### config.mk
export PLATFORM = sky130hd
export DESIGN_NAME = ordered_value_list_engine_top
export DESIGN_NICKNAME = d
export VERILOG_FILES = /design/src/rtl/ovle_pkg.sv /design/src/rtl/ordered_value_list_engine_top.sv
export SDC_FILE = /design/constraint.sdc
export NUM_CORES = 1
export LEC_CHECK = 0
export BUFFER_PORTS_ARGS = -buffer_cell sky130_fd_sc_hd__buf_2
export CAP_MARGIN = 10
export CORE_AREA = 2 2 228 230
export CTS_CLUSTER_SIZE = 8
export DETAILED_ROUTE_END_ITERATION = 6
export DIE_AREA = 0 0 230 232
export HOLD_SLACK_MARGIN = 0.08
export PLACE_DENSITY_LB_ADDON = 0.08
export SYNTH_ARGS = -nofsm -noshare
export SYNTH_HDL_FRONTEND = slang
export SYNTH_SLANG_ARGS = --single-unit
### constraint.sdc
create_clock -name clk -period 11.6 [get_ports clk]
set_input_delay 0.58 -clock clk [delete_from_list [all_inputs] [get_ports clk]]
set_output_delay 0.58 -clock clk [all_outputs]
set_load 0.005 [all_outputs]
### src/rtl/ovle_pkg.sv
// ----------------------------------------------------------------------------
// ovle_pkg
// shared types and constants for the ordered value list engine
// ----------------------------------------------------------------------------
package ovle_pkg;

    localparam int CAPACITY    = 16;
    localparam int MAX_RESULTS = 16;
    localparam int IDX_W       = (CAPACITY > 1) ? $clog2(CAPACITY) : 1;
    localparam int CNT_W       = $clog2(CAPACITY + 1);
    localparam int VAL_W       = 32;
    localparam int POS_W       = 4;
    localparam int COUNT_W     = 5;

    localparam logic [2:0] REQ_APPEND = 3'd0;
    localparam logic [2:0] REQ_INSERT = 3'd1;
    localparam logic [2:0] REQ_REMOVE = 3'd2;
    localparam logic [2:0] REQ_CLEAR  = 3'd3;
    localparam logic [2:0] REQ_DUMP   = 3'd4;

    localparam logic [1:0] STAT_OK        = 2'd0;
    localparam logic [1:0] STAT_FULL      = 2'd1;
    localparam logic [1:0] STAT_NOT_FOUND = 2'd2;
    localparam logic [1:0] STAT_EMPTY     = 2'd3;

    typedef enum logic [2:0] {
        ST_IDLE,
        ST_SCAN,
        ST_SHIFT_UP,
        ST_SHIFT_DOWN,
        ST_EMIT,
        ST_DUMP
    } state_t;

    typedef struct packed {
        logic [2:0]               req_type;
        logic signed [VAL_W-1:0]  item_value;
    } req_word_t;

    typedef struct packed {
        logic [1:0]               status;
        logic signed [VAL_W-1:0]  entry_value;
        logic [POS_W-1:0]         entry_position;
        logic [COUNT_W-1:0]       entry_count;
        logic                     last;
    } rsp_word_t;

endpackage

### src/rtl/ordered_value_list_engine_top.sv
// ----------------------------------------------------------------------------
// ordered_value_list_engine_top
// ordered list of signed values held in a small table, walked by one comparator
// ----------------------------------------------------------------------------
// One request word is taken at a time; req_ready is low until its work is done.
// A single signed comparator and a single registered table read port are stepped
// by the sequencer, one entry per cycle, though a dump holds while the output
// register is full. Sorted insert compares entries until one is greater or equal
// (or the tail is reached), then shifts the entries above that position up;
// append goes straight to the shift at the tail; remove compares until a match,
// then shifts the later entries down, or reports not found. Clear, remove or dump
// on an empty list and append or insert on a full list go straight to the
// response; dump emits one response per entry. Every response waits for the
// output register to be free. A finished response waits in the output register
// while the next request is taken.
module ordered_value_list_engine_top
    import ovle_pkg::*;
(
    input  logic      clk,
    input  logic      rst_n,
    input  logic      req_valid,
    output logic      req_ready,
    input  req_word_t req,
    output logic      rsp_valid,
    input  logic      rsp_ready,
    output rsp_word_t rsp
);

    logic signed [VAL_W-1:0] mem [CAPACITY];

    state_t                  state_reg, state_next;
    logic [CNT_W-1:0]        len_reg, len_next;
    logic [IDX_W-1:0]        cur_reg, cur_next;
    logic [IDX_W-1:0]        pos_reg, pos_next;
    logic signed [VAL_W-1:0] item_reg, item_next;
    logic                    remove_reg, remove_next;
    logic [1:0]              stat_reg, stat_next;
    logic                    rsp_valid_reg, rsp_valid_next;
    rsp_word_t               rsp_reg, rsp_next;

    logic                    req_fire;
    logic                    slot_free;
    logic [IDX_W-1:0]        rd_addr;
    logic signed [VAL_W-1:0] rd_data_reg;
    logic                    hit;
    logic [CNT_W-1:0]        cur_plus;
    logic                    dump_last;
    logic                    we;
    logic [IDX_W-1:0]        waddr;
    logic signed [VAL_W-1:0] wdata;

    assign req_ready = (state_reg == ST_IDLE);
    assign req_fire  = req_valid && req_ready;
    assign slot_free = !rsp_valid_reg || rsp_ready;
    assign rsp_valid = rsp_valid_reg;
    assign rsp       = rsp_reg;

    // address for the entry needed in the next cycle
    always_comb
    begin
        case (state_next)
            ST_SHIFT_UP:   rd_addr = cur_next - IDX_W'(1);
            ST_SHIFT_DOWN: rd_addr = cur_next + IDX_W'(1);
            default:       rd_addr = cur_next;
        endcase
    end

    // the shared compare unit
    assign hit       = remove_reg ? (item_reg == rd_data_reg) : (item_reg <= rd_data_reg);
    assign cur_plus  = CNT_W'(cur_reg) + CNT_W'(1);
    assign dump_last = (cur_plus == len_reg) || (cur_plus == CNT_W'(MAX_RESULTS));

    always_ff @(posedge clk or negedge rst_n)
    begin
        if (!rst_n)
        begin
            state_reg     <= ST_IDLE;
            len_reg       <= '0;
            rsp_valid_reg <= 1'b0;
        end
        else
        begin
            state_reg     <= state_next;
            len_reg       <= len_next;
            rsp_valid_reg <= rsp_valid_next;
        end
    end

    always_ff @(posedge clk)
    begin
        cur_reg    <= cur_next;
        pos_reg    <= pos_next;
        item_reg   <= item_next;
        remove_reg <= remove_next;
        stat_reg   <= stat_next;
        rsp_reg    <= rsp_next;
    end

    always_ff @(posedge clk)
    begin
        if (we)
        begin
            mem[waddr] <= wdata;
        end
        rd_data_reg <= mem[rd_addr];
    end

    always_comb
    begin
        state_next     = state_reg;
        len_next       = len_reg;
        cur_next       = cur_reg;
        pos_next       = pos_reg;
        item_next      = item_reg;
        remove_next    = remove_reg;
        stat_next      = stat_reg;
        rsp_next       = rsp_reg;
        rsp_valid_next = rsp_valid_reg && !rsp_ready;
        we             = 1'b0;
        waddr          = cur_reg;
        wdata          = rd_data_reg;

        case (state_reg)
            ST_IDLE:
            begin
                if (req_fire)
                begin
                    item_next   = req.item_value;
                    pos_next    = '0;
                    cur_next    = '0;
                    stat_next   = STAT_OK;
                    remove_next = (req.req_type == REQ_REMOVE);
                    case (req.req_type)
                        REQ_APPEND, REQ_INSERT:
                        begin
                            if (len_reg >= CNT_W'(CAPACITY))
                            begin
                                stat_next  = STAT_FULL;
                                state_next = ST_EMIT;
                            end
                            else if (req.req_type == REQ_APPEND || len_reg == '0)
                            begin
                                cur_next   = IDX_W'(len_reg);
                                pos_next   = IDX_W'(len_reg);
                                state_next = ST_SHIFT_UP;
                            end
                            else
                            begin
                                state_next = ST_SCAN;
                            end
                        end
                        REQ_REMOVE:
                        begin
                            if (len_reg == '0)
                            begin
                                stat_next  = STAT_EMPTY;
                                state_next = ST_EMIT;
                            end
                            else
                            begin
                                state_next = ST_SCAN;
                            end
                        end
                        REQ_CLEAR:
                        begin
                            len_next   = '0;
                            item_next  = '0;
                            state_next = ST_EMIT;
                        end
                        REQ_DUMP:
                        begin
                            if (len_reg == '0)
                            begin
                                stat_next  = STAT_EMPTY;
                                item_next  = '0;
                                state_next = ST_EMIT;
                            end
                            else
                            begin
                                state_next = ST_DUMP;
                            end
                        end
                        default:
                        begin
                            state_next = ST_IDLE;
                        end
                    endcase
                end
            end

            ST_SCAN:
            begin
                if (hit)
                begin
                    pos_next   = cur_reg;
                    state_next = remove_reg ? ST_SHIFT_DOWN : ST_SHIFT_UP;
                    if (!remove_reg)
                    begin
                        cur_next = IDX_W'(len_reg);
                    end
                end
                else if (cur_plus == len_reg)
                begin
                    if (remove_reg)
                    begin
                        stat_next  = STAT_NOT_FOUND;
                        pos_next   = '0;
                        state_next = ST_EMIT;
                    end
                    else
                    begin
                        // nothing greater or equal: goes at the tail
                        cur_next   = IDX_W'(len_reg);
                        pos_next   = IDX_W'(len_reg);
                        state_next = ST_SHIFT_UP;
                    end
                end
                else
                begin
                    cur_next = cur_reg + IDX_W'(1);
                end
            end

            ST_SHIFT_UP:
            begin
                we = 1'b1;
                if (cur_reg == pos_reg)
                begin
                    waddr      = pos_reg;
                    wdata      = item_reg;
                    len_next   = len_reg + CNT_W'(1);
                    state_next = ST_EMIT;
                end
                else
                begin
                    cur_next = cur_reg - IDX_W'(1);
                end
            end

            ST_SHIFT_DOWN:
            begin
                if (cur_plus >= len_reg)
                begin
                    len_next   = len_reg - CNT_W'(1);
                    state_next = ST_EMIT;
                end
                else
                begin
                    we       = 1'b1;
                    cur_next = cur_reg + IDX_W'(1);
                end
            end

            ST_EMIT:
            begin
                if (slot_free)
                begin
                    rsp_next.status         = stat_reg;
                    rsp_next.entry_value    = item_reg;
                    rsp_next.entry_position = POS_W'(pos_reg);
                    rsp_next.entry_count    = COUNT_W'(len_reg);
                    rsp_next.last           = 1'b1;
                    rsp_valid_next          = 1'b1;
                    state_next              = ST_IDLE;
                end
            end

            ST_DUMP:
            begin
                if (slot_free)
                begin
                    rsp_next.status         = STAT_OK;
                    rsp_next.entry_value    = rd_data_reg;
                    rsp_next.entry_position = POS_W'(cur_reg);
                    rsp_next.entry_count    = COUNT_W'(len_reg);
                    rsp_next.last           = dump_last;
                    rsp_valid_next          = 1'b1;
                    if (dump_last)
                    begin
                        state_next = ST_IDLE;
                    end
                    else
                    begin
                        cur_next = cur_reg + IDX_W'(1);
                    end
                end
            end

            default:
            begin
                state_next = ST_IDLE;
            end
        endcase
    end

    a_len_bound: assert property (@(posedge clk) disable iff (!rst_n)
        len_reg <= CNT_W'(CAPACITY))
        else $error("list length beyond capacity");

    a_full_keeps_len: assert property (@(posedge clk) disable iff (!rst_n)
        (req_fire && (req.req_type == REQ_APPEND || req.req_type == REQ_INSERT)
         && len_reg == CNT_W'(CAPACITY))
        |=> (len_reg == CNT_W'(CAPACITY) && state_reg == ST_EMIT))
        else $error("insert into full list changed the list");

    a_shift_up_order: assert property (@(posedge clk) disable iff (!rst_n)
        (state_reg == ST_SHIFT_UP) |-> (cur_reg >= pos_reg))
        else $error("shift cursor passed the insertion point");

    a_clear_empties: assert property (@(posedge clk) disable iff (!rst_n)
        (req_fire && req.req_type == REQ_CLEAR) |=> (len_reg == '0))
        else $error("clear left entries in the list");

endmodule
# [Word-level counts from Yosys, hierarchy flattened]
# Memory sizes are Yosys's and may differ from the RTL's. A register that Yosys moved wholly into a read port is not among the register bits.
# Index checks and enable logic that the tools add are counted.
[word_totals] input_bits=39 register_bits=96 mem_bits_rw=512 elab_cells=133 mem_bits_ro=0 out_inout_bits=46 n_memories=1 latch_bits=0
[memory_table] name="mem" depth=16 word_bits=32 read_ports=1 rd_ports_with_merged_regs=1 wr=1 line_no="ordered_value_list_engine_top.sv:29" text="logic signed [VAL_W-1:0] mem [CAPACITY];"
[op_classes] n_mux=63 n_mul=0 n_shift=0 reduce_logical=21 bitwise=0 n_eq_ne=25 n_div=0 magnitude_cmp=3 add_sub_neg=7
[ops] cell="$mux W32" n=3
[ops] cell="$mux W44" n=2
[ops] cell="$pmux W44 S2" n=1
[ops] cell="$mux W4" n=17
[ops] cell="$pmux W32 S2" n=1
[ops] cell="$mux W3" n=11
[ops] cell="$eq A32 B32 Y1" n=1
[ops] cell="$le A32 B32 Y1" n=1
[ops] cell="$mux W5" n=4
[ops] cell="$pmux W4 S5" n=1
[ops] cell="$eq A3 B2 Y1 const B" n=6
[ops] cell="$pmux W3 S6" n=1
[ops] cell="$pmux W4 S2" n=2
[ops] cell="$pmux W5 S3" n=1
[ops] cell="$ne A2 B2 Y1 const B" n=7
[ops] cell="$mux W2" n=6
[ops] cell="$pmux W3 S4" n=1
[ops] cell="$reduce_and A5 Y1" n=2
[ops] cell="$eq A3 B3 Y1 const B" n=3
[ops] cell="$mux W1" n=9
[ops] cell="$add A4 B1 Y4 const B" n=2
[ops] cell="$pmux W2 S2" n=2
[ops] cell="$sub A4 B1 Y4 const B" n=2
[ops] cell="$eq A3 B1 Y1 const B" n=2
[ops] cell="other kinds (21)" n=31

# [Depth between registers and ports, before layout]
# Gate-level depths: netlist (run 1).
[depth] ltp_word=9 mapped_depth=24

# [Worst setup path after synthesis (run 1)]
# No wires, ideal clock.
[synth_path] kind="register to register" start="register cur_reg[0]" end="register rd_data_reg[29], read port of mem" path_stages_with_launch=25 setup_ns=0.074 arrival_ns=5.339 period_less_slack_ns=5.413 required_ns=11.526 slack_ns=6.187 path_cell_list="dfxtp_1 -> clkbuf_1 -> inv_1 -> ha_1 -> ha_1 -> and4_1 -> clkbuf_1 -> a221oi_1 -> a32oi_1 -> a21oi_1 -> a2111oi_0 -> or3_1 -> buf_2 -> clkbuf_1 -> buf_1 -> xnor2_1 -> ha_1 -> clkbuf_1 -> nand3_1 -> clkbuf_1 -> clkbuf_1 -> o221ai_1 -> nor3_1 -> mux2i_1 -> mux2i_1"
[synth_between] elab_chain_len=8 elab_cells_between_ends=29 cone_classes="5 x add/sub; 1 x order compare; 5 x eq/ne; 17 x mux; 1 x reduce/logical"
[synth_lines] element="start, declared" line_no="ordered_value_list_engine_top.sv:33" text="logic [IDX_W-1:0] cur_reg, cur_next;"
[synth_lines] element="start signal, assigned" line_no="ordered_value_list_engine_top.sv:91" text="cur_reg <= cur_next;"
[synth_lines] element="parallel branches: the longest is 7 deep, another holds $add A4 B1 Y5"
[synth_lines] element="$pmux W4 S2 *" line_no="ordered_value_list_engine_top.sv:61" text="case (state_next)"
[synth_lines] element="end, declared" line_no="ordered_value_list_engine_top.sv:44" text="logic signed [VAL_W-1:0] rd_data_reg;"
# Every way passes the cells marked *.
# A chain may end at the register's enable or synchronous reset.

# [Worst setup path in the final report (run 1)]
[layout_path] start="register cur_reg[0]" end="register rd_data_reg[26], read port of mem"
# The elaborated chain is that of the path after synthesis.

==> impl_metrics.py, run 1 <==
metrics = {
    "placement": {
        "pre_cts_ws_ps": 4130,
        "place.gp.congestion": 0.935,
        "port_buffers": 84,
        "dp_hpwl_mm": 45.7,
    },
    "routing": {
        "dr.pass1.iters": 7,
        "drc": 0,
        "vias": 22000,
        "via_per_inst": 6.73,
        "drt-initial-drc-count": 2427,
        "wl_per_cell_um": 26.5,
        "wirelength_mm": 86.8,
        "ant_nets": 0,
    },
    "logic_synthesis": {
        "synth_common_cells": "edfxtp_1 (595), nand2_1 (455), o22ai_1 (186), clkbuf_1 (146), nand3_1 (139)",
        "synth-edff-count": 595,
        "yosysUniqueCellTypes": 71,
        "synth_compound_area_share_pct": 8.60,
        "synth_simple_gate_area_share_pct": 16.5,
        "synth_top_family_by_area": "simple AND/OR/NAND/NOR gates",
        "ys_warn_count": 0,
        "syn-num-nets": 2582,
        "syn-cell-area_um2": 30200,
        "synth.area.mux_share_pct": 7.20,
        "synth_area_leaders": "edfxtp_1 (59%), nand2_1 (5.7%), o22ai_1 (3.9%)",
        "synth_top_area_share_pct": 59.1,
        "synth_ff_type": "edfxtp_1",
        "synthCells": 2497,
        "synth.avg_cell_area_um2": 12.1,
        "synth-async-reset-ratio_pct": 1.41,
        "synth.largest_area_cell": "edfxtp_1",
        "ys_ff_latch": 640,
        "synth_most_common_cell": "edfxtp_1",
        "synthAdderAreaFrac_pct": 1.93,
        "synth_xor_area_share_pct": 0.468,
        "ys_seq_area_share_pct": 62.3,
    },
    "floorplan": {
        "die-area_um2": 53400,
        "num_rows": 83,
        "die_height_um": 232,
        "start_util_pct": 59.4,
        "io_pins": 85,
        "die_w_um": 230,
        "core_um2": 50900,
    },
    "setup_path": {
        "crit_path_start_kind": "flip-flop",
        "critical_path_class": "flip-flop to flip-flop",
        "end_kind": "flip-flop",
        "crit_required_ps": 12050,
        "arrival_ps": 8200,
        "path_max_fanout": 70,
    },
    "sta": {
        "max_slew_margin_pct": 26.1,
        "hold_viol": 0,
        "rsz0062_at_grt": "false",
        "worstMarginPinSlew_ps": 1110,
        "worst_slack_ps": 3850,
        "fmax_mhz": 129,
        "finalSetupViolCount": 0,
        "min_period_over_period_pct": 66.8,
        "finalClockSkew_ps": 27.3,
        "maxSlewViolCount": 0,
        "fin_crit_ps": 7750,
        "fin_setup_tns_ps": 0,
    },
    "run": {
        "drv_cap": 0,
    },
    "grt": {
        "grt_overflow": 0,
        "grt_usage_pct": 32.4,
        "antenna_found_initial": 3,
        "grt_max_degree": 110,
        "grt_pass1_wl_mm": 130,
        "grt_pass1_vias": 22000,
    },
    "layout": {
        "drive_above_1_share_pct": 14.2,
        "largest_reg_flops": 512,
        "multi_input_area_um2": 10700,
        "fin_nets": 2621,
        "fillers": 3665,
        "seq_area_um2": 18800,
        "area_delta_synth_final_pct": 12.0,
    },
    "clocking": {
        "numCtsBuffers": 90,
        "insertion_delay_ps": 630,
        "path_clk_slew_ps": 50,
        "root_buffer": "clkbuf_16",
        "clock_sinks": 640,
        "htreeDepth": 3,
        "cts_tree": "built",
        "clk_path_buf_depth": 3,
    },
    "outcome": {
        "status": "complete, no violations",
    },
    "hold_path": {
        "min_path_type": "input pin to flip-flop",
    },
}
## cells by family (layout without fill, tap and decap cells)
| group | count (synthesis) | in the layout |
|---|---|---|
| compound gates | 384 | 384 |
| buf+inv | 230 | 325 |
| other cells | 0 | 1 |
| xor+xnor | 14 | 14 |
| mux | 199 | 199 |
| flops | 640 | 640 |
| simple gates | 984 | 984 |
| fa+ha+maj | 46 | 46 |
## what timing repair did
action | CTS | global route
resized for setup | 0 | 0
endpoints found under the hold margin | 9 | 0
hold buffers | 1 | 0
buffers inserted | 0 | 0
## worst max-delay path, stage by stage, from the launching register on
cell      delay (ps)
dfxtp_1          630
inv_1            160
ha_1             390
ha_1             310
and4_1           310
a221oi_1         140
a32oi_1          380
nand2_1          110
a211oi_1         240
mux2i_1          100
o21ai_1          380
inv_2            410
ha_2             380
buf_4            360
nand3_4          450
buf_4            580
buf_4            780
o22ai_1          160
nor4bb_1         380
mux2i_1          150
mux2i_1          670
## metrics by stage
| stage | instance area, um^2 | util [%] | hold WS [ps] | instances |
|---|---|---|---|---|
| 2_1_floorplan | 30200 | - | 284 | 2497 |
| 3_3_place_gp | 31300 | 61.5 | 456 | 3122 |
| 3_5_place_dp | 31300 | 61.5 | 460 | 3122 |
| 4_1_cts | 33800 | 66.5 | 208 | 3271 |
| 5_1_grt | 33800 | 66.5 | 225 | 3272 |
| 6_report | 33800 | 66.5 | 232 | 3273 |
## cell usage in the layout, fill, tap and decap left out, drive strengths merged, types with 6 or more instances in the layout
cell and instances:
edfxtp 595, nand2 455, o22ai 186, clkbuf 145, nand3 139, buf 126, mux2i 98, mux2 96
nor3 75, and3 67, or4 65, o221ai 63, nor4bb 62, o21ai 55, inv 51, ha 45
nor2 43, and2 36, dfxtp 36, a21oi 28, xnor2 12, dfrtp 9, nor2b 8, a31oi 8
nand2b 7, nand4 7, or3 7, a211oi 6
## path summary, 6_finish.rpt
kind                              from  slack (ps)  cells past startpoint         endpoint
setup / recovery            cur_reg[0]        3850                     20  rd_data_reg[26]
hold / removal                 req[14]         230                      2     item_reg[14]
setup reg to reg            cur_reg[0]        3850                     20  rd_data_reg[26]
hold reg to reg            stat_reg[0]         540                      1          rsp[42]
max in group asynchronous        rst_n       11040                      2       len_reg[3]
min in group asynchronous        rst_n         350                      2     state_reg[0]
## per-layer routing
| metal | wire length [um] | up-vias | part of all wire [%] | track usage (%) |
|---|---|---|---|---|
| met5 | 0 | - | 0 | 0 |
| met2 | 40500 | 1288 | 47 | 52.2 |
| met1 | 33900 | 10900 | 39 | 43.5 |
| li1 | - | 9653 | - | - |
| met4 | 3220 | 0 | 3.7 | 13.4 |
| met3 | 9160 | 245 | 11 | 6.20 |
## final cells by class
cell class / instances / area share (%)
clock buffers: 145 / 7.45
multi-input cells: 1627 / 31.6
diodes: 1 / 0.00739
inverters: 50 / 0.577
repair buffers: 127 / 2.23
flip-flops and latches: 640 / 55.6
well taps: 680 / 2.51
clock inverters: 3 / 0.0776
Power of run 1 is not shown: default switching activity piles up to over one toggle a cycle in this logic, so the estimate is an artifact.
==> inputs of run 2 (changes only) <==
--- a/config.mk
+++ b/config.mk
@@ -7,10 +7,10 @@
 export LEC_CHECK = 0
 export BUFFER_PORTS_ARGS = -buffer_cell sky130_fd_sc_hd__buf_2
 export CAP_MARGIN = 10
-export CORE_AREA = 2 2 228 230
+export CORE_AREA = 2 2 234 236
 export CTS_CLUSTER_SIZE = 8
 export DETAILED_ROUTE_END_ITERATION = 6
-export DIE_AREA = 0 0 230 232
+export DIE_AREA = 0 0 236 238
 export HOLD_SLACK_MARGIN = 0.08
 export PLACE_DENSITY_LB_ADDON = 0.08
 export SYNTH_ARGS = -nofsm -noshare
==> constraint.sdc (replaced) <==
create_clock -name clk -period 6.9 [get_ports clk]
set_input_delay 0.345 -clock clk [delete_from_list [all_inputs] [get_ports clk]]
set_output_delay 0.345 -clock clk [all_outputs]
set_load 0.005 [all_outputs]
==> impl_metrics.py, run 2 (synthesized netlist as in run 1, its figures left out) <==
metrics = {
    "layout": {
        "drive_above_1_share_pct": 14.5,
        "area_delta_synth_final_pct": 14.1,
        "layout_common_cells": "edfxtp_1 (595), nand2_1 (452), o22ai_1 (186)",
        "fillers": 3939,
        "largest_reg_flops": 512,
        "final_common_cell": "edfxtp_1",
        "fin_nets": 2672,
        "num_antenna_cells": 0,
    },
    "floorplan": {
        "die_w_um": 236,
        "core_um2": 53500,
        "io_pins": 85,
        "num_rows": 85,
        "die-area_um2": 56200,
        "die_height_um": 238,
        "start_util_pct": 56.5,
    },
    "clocking": {
        "clk_path_buf_depth": 3,
        "clock_sinks": 640,
        "htreeDepth": 3,
        "insertion_delay_ps": 630,
        "numCtsBuffers": 90,
        "cts_tree": "built",
        "root_buffer": "clkbuf_16",
        "path_clk_slew_ps": 50,
        "ctsResizeCount": 0,
    },
    "setup_path": {
        "crit_required_ps": 7350,
        "crit_path_start_kind": "flip-flop",
        "path_max_fanout": 35,
        "end_kind": "flip-flop",
        "arrival_ps": 6860,
        "critical_path_class": "flip-flop to flip-flop",
    },
    "outcome": {
        "status": "complete, no violations",
    },
    "routing": {
        "wl_per_cell_um": 26.5,
        "drc": 0,
        "wirelength_mm": 88.8,
        "drt-initial-drc-count": 2618,
        "ant_nets": 0,
        "vias": 22400,
        "via_per_inst": 6.67,
        "dr.pass1.iters": 6,
    },
    "run": {
        "drv_cap": 0,
    },
    "sta": {
        "min_period_over_period_pct": 92.9,
        "fin_setup_tns_ps": 0,
        "fin_crit_ps": 6410,
        "max_slew_margin_pct": 15.9,
        "hold_viol": 0,
        "worstMarginPinSlew_ps": 1250,
        "fmax_mhz": 156,
        "finalSetupViolCount": 0,
        "maxSlewViolCount": 0,
        "finalClockSkew_ps": 18.8,
        "rsz0062_at_grt": "false",
        "worst_slack_ps": 492,
    },
    "grt": {
        "antenna_found_initial": 1,
        "grt_overflow": 0,
        "grt_pass1_wl_mm": 133,
        "grt_max_degree": 121,
        "grt_pass1_vias": 22300,
        "grt_usage_pct": 31.5,
    },
    "placement": {
        "port_buffers": 84,
        "dp_hpwl_mm": 50.0,
        "pre_cts_ws_ps": 627,
        "place.gp.congestion": 0.928,
    },
    "hold_path": {
        "min_path_type": "input pin to flip-flop",
    },
}
run 2: cell types whose count changed in the layout (fill, tap and decap cells not counted), sizes merged:
cell         change
buf             +17
clkbuf          +10
clkinv           +1
diode            -1
dlygate4sd3     +34
inv              +3
run 2: what timing repair did:
action | 4_1_cts | 5_1_grt
buffers inserted | 0 | 0
hold buffers | 35 | 0
endpoints found under the hold margin | 42 | 0
run 2: metrics by stage:
step	instance area (um^2)	instances	util (%)	hold slack, ps
after detailed placement	31600	3156	59.0	216
after global routing	34500	3353	64.5	135
final	34500	3353	64.5	148
after global placement	31600	3156	59.0	214
after floorplan	30200	2497	-	49.4
after CTS	34500	3353	64.5	102
run 2: cell type report:
cell class / count / area (um^2) / area share [%]
Clock inverter: 7 / 80.1 / 0.232
Multi-Input combinational cell: 1627 / 10700 / 31.0
Timing Repair Buffer: 178 / 1350 / 3.92
Tap cell: 696 / 871 / 2.53
Inverter: 50 / 195 / 0.566
Sequential cell: 640 / 18800 / 54.6
Clock buffer: 155 / 2500 / 7.24
run 2: path summary, 6_finish.rpt:
path,start,endpoint,slack (ps),cells past startpoint
setup / recovery,cur_reg[0],rd_data_reg[16],490,19
hold / removal,req[32],remove_reg,150,2
setup reg to reg,cur_reg[0],rd_data_reg[16],490,19
hold reg to reg,stat_reg[1],rsp[43],540,1
max in group asynchronous,rst_n,len_reg[4],5860,3
min in group asynchronous,rst_n,state_reg[1],730,3
run 2: critical path, cell delays in order, from the launching register on:
cell and delay (ps):
dfxtp_1 670, inv_1 170, ha_1 410, ha_1 300, and4_1 300, a221oi_1 140, a32oi_1 440, nand2_1 100
a211oi_1 270, mux2i_1 100, o21ai_1 400, inv_2 120, ha_2 450, buf_4 420, or3_2 240, buf_4 430
o22ai_1 180, nor4bb_1 330, mux2i_1 130, mux2i_1 590
run 2: routing by layer:
metal  part of all wire, %  GRT usage (%)  up-vias
li1                      -              -     9765
met1                    41           43.2    11100
met2                    46           50.0     1222
met3                   9.6           5.91      251
met4                   3.7           12.7        0
met5                     0              0        -
Power of run 2 is left out for the same reason.
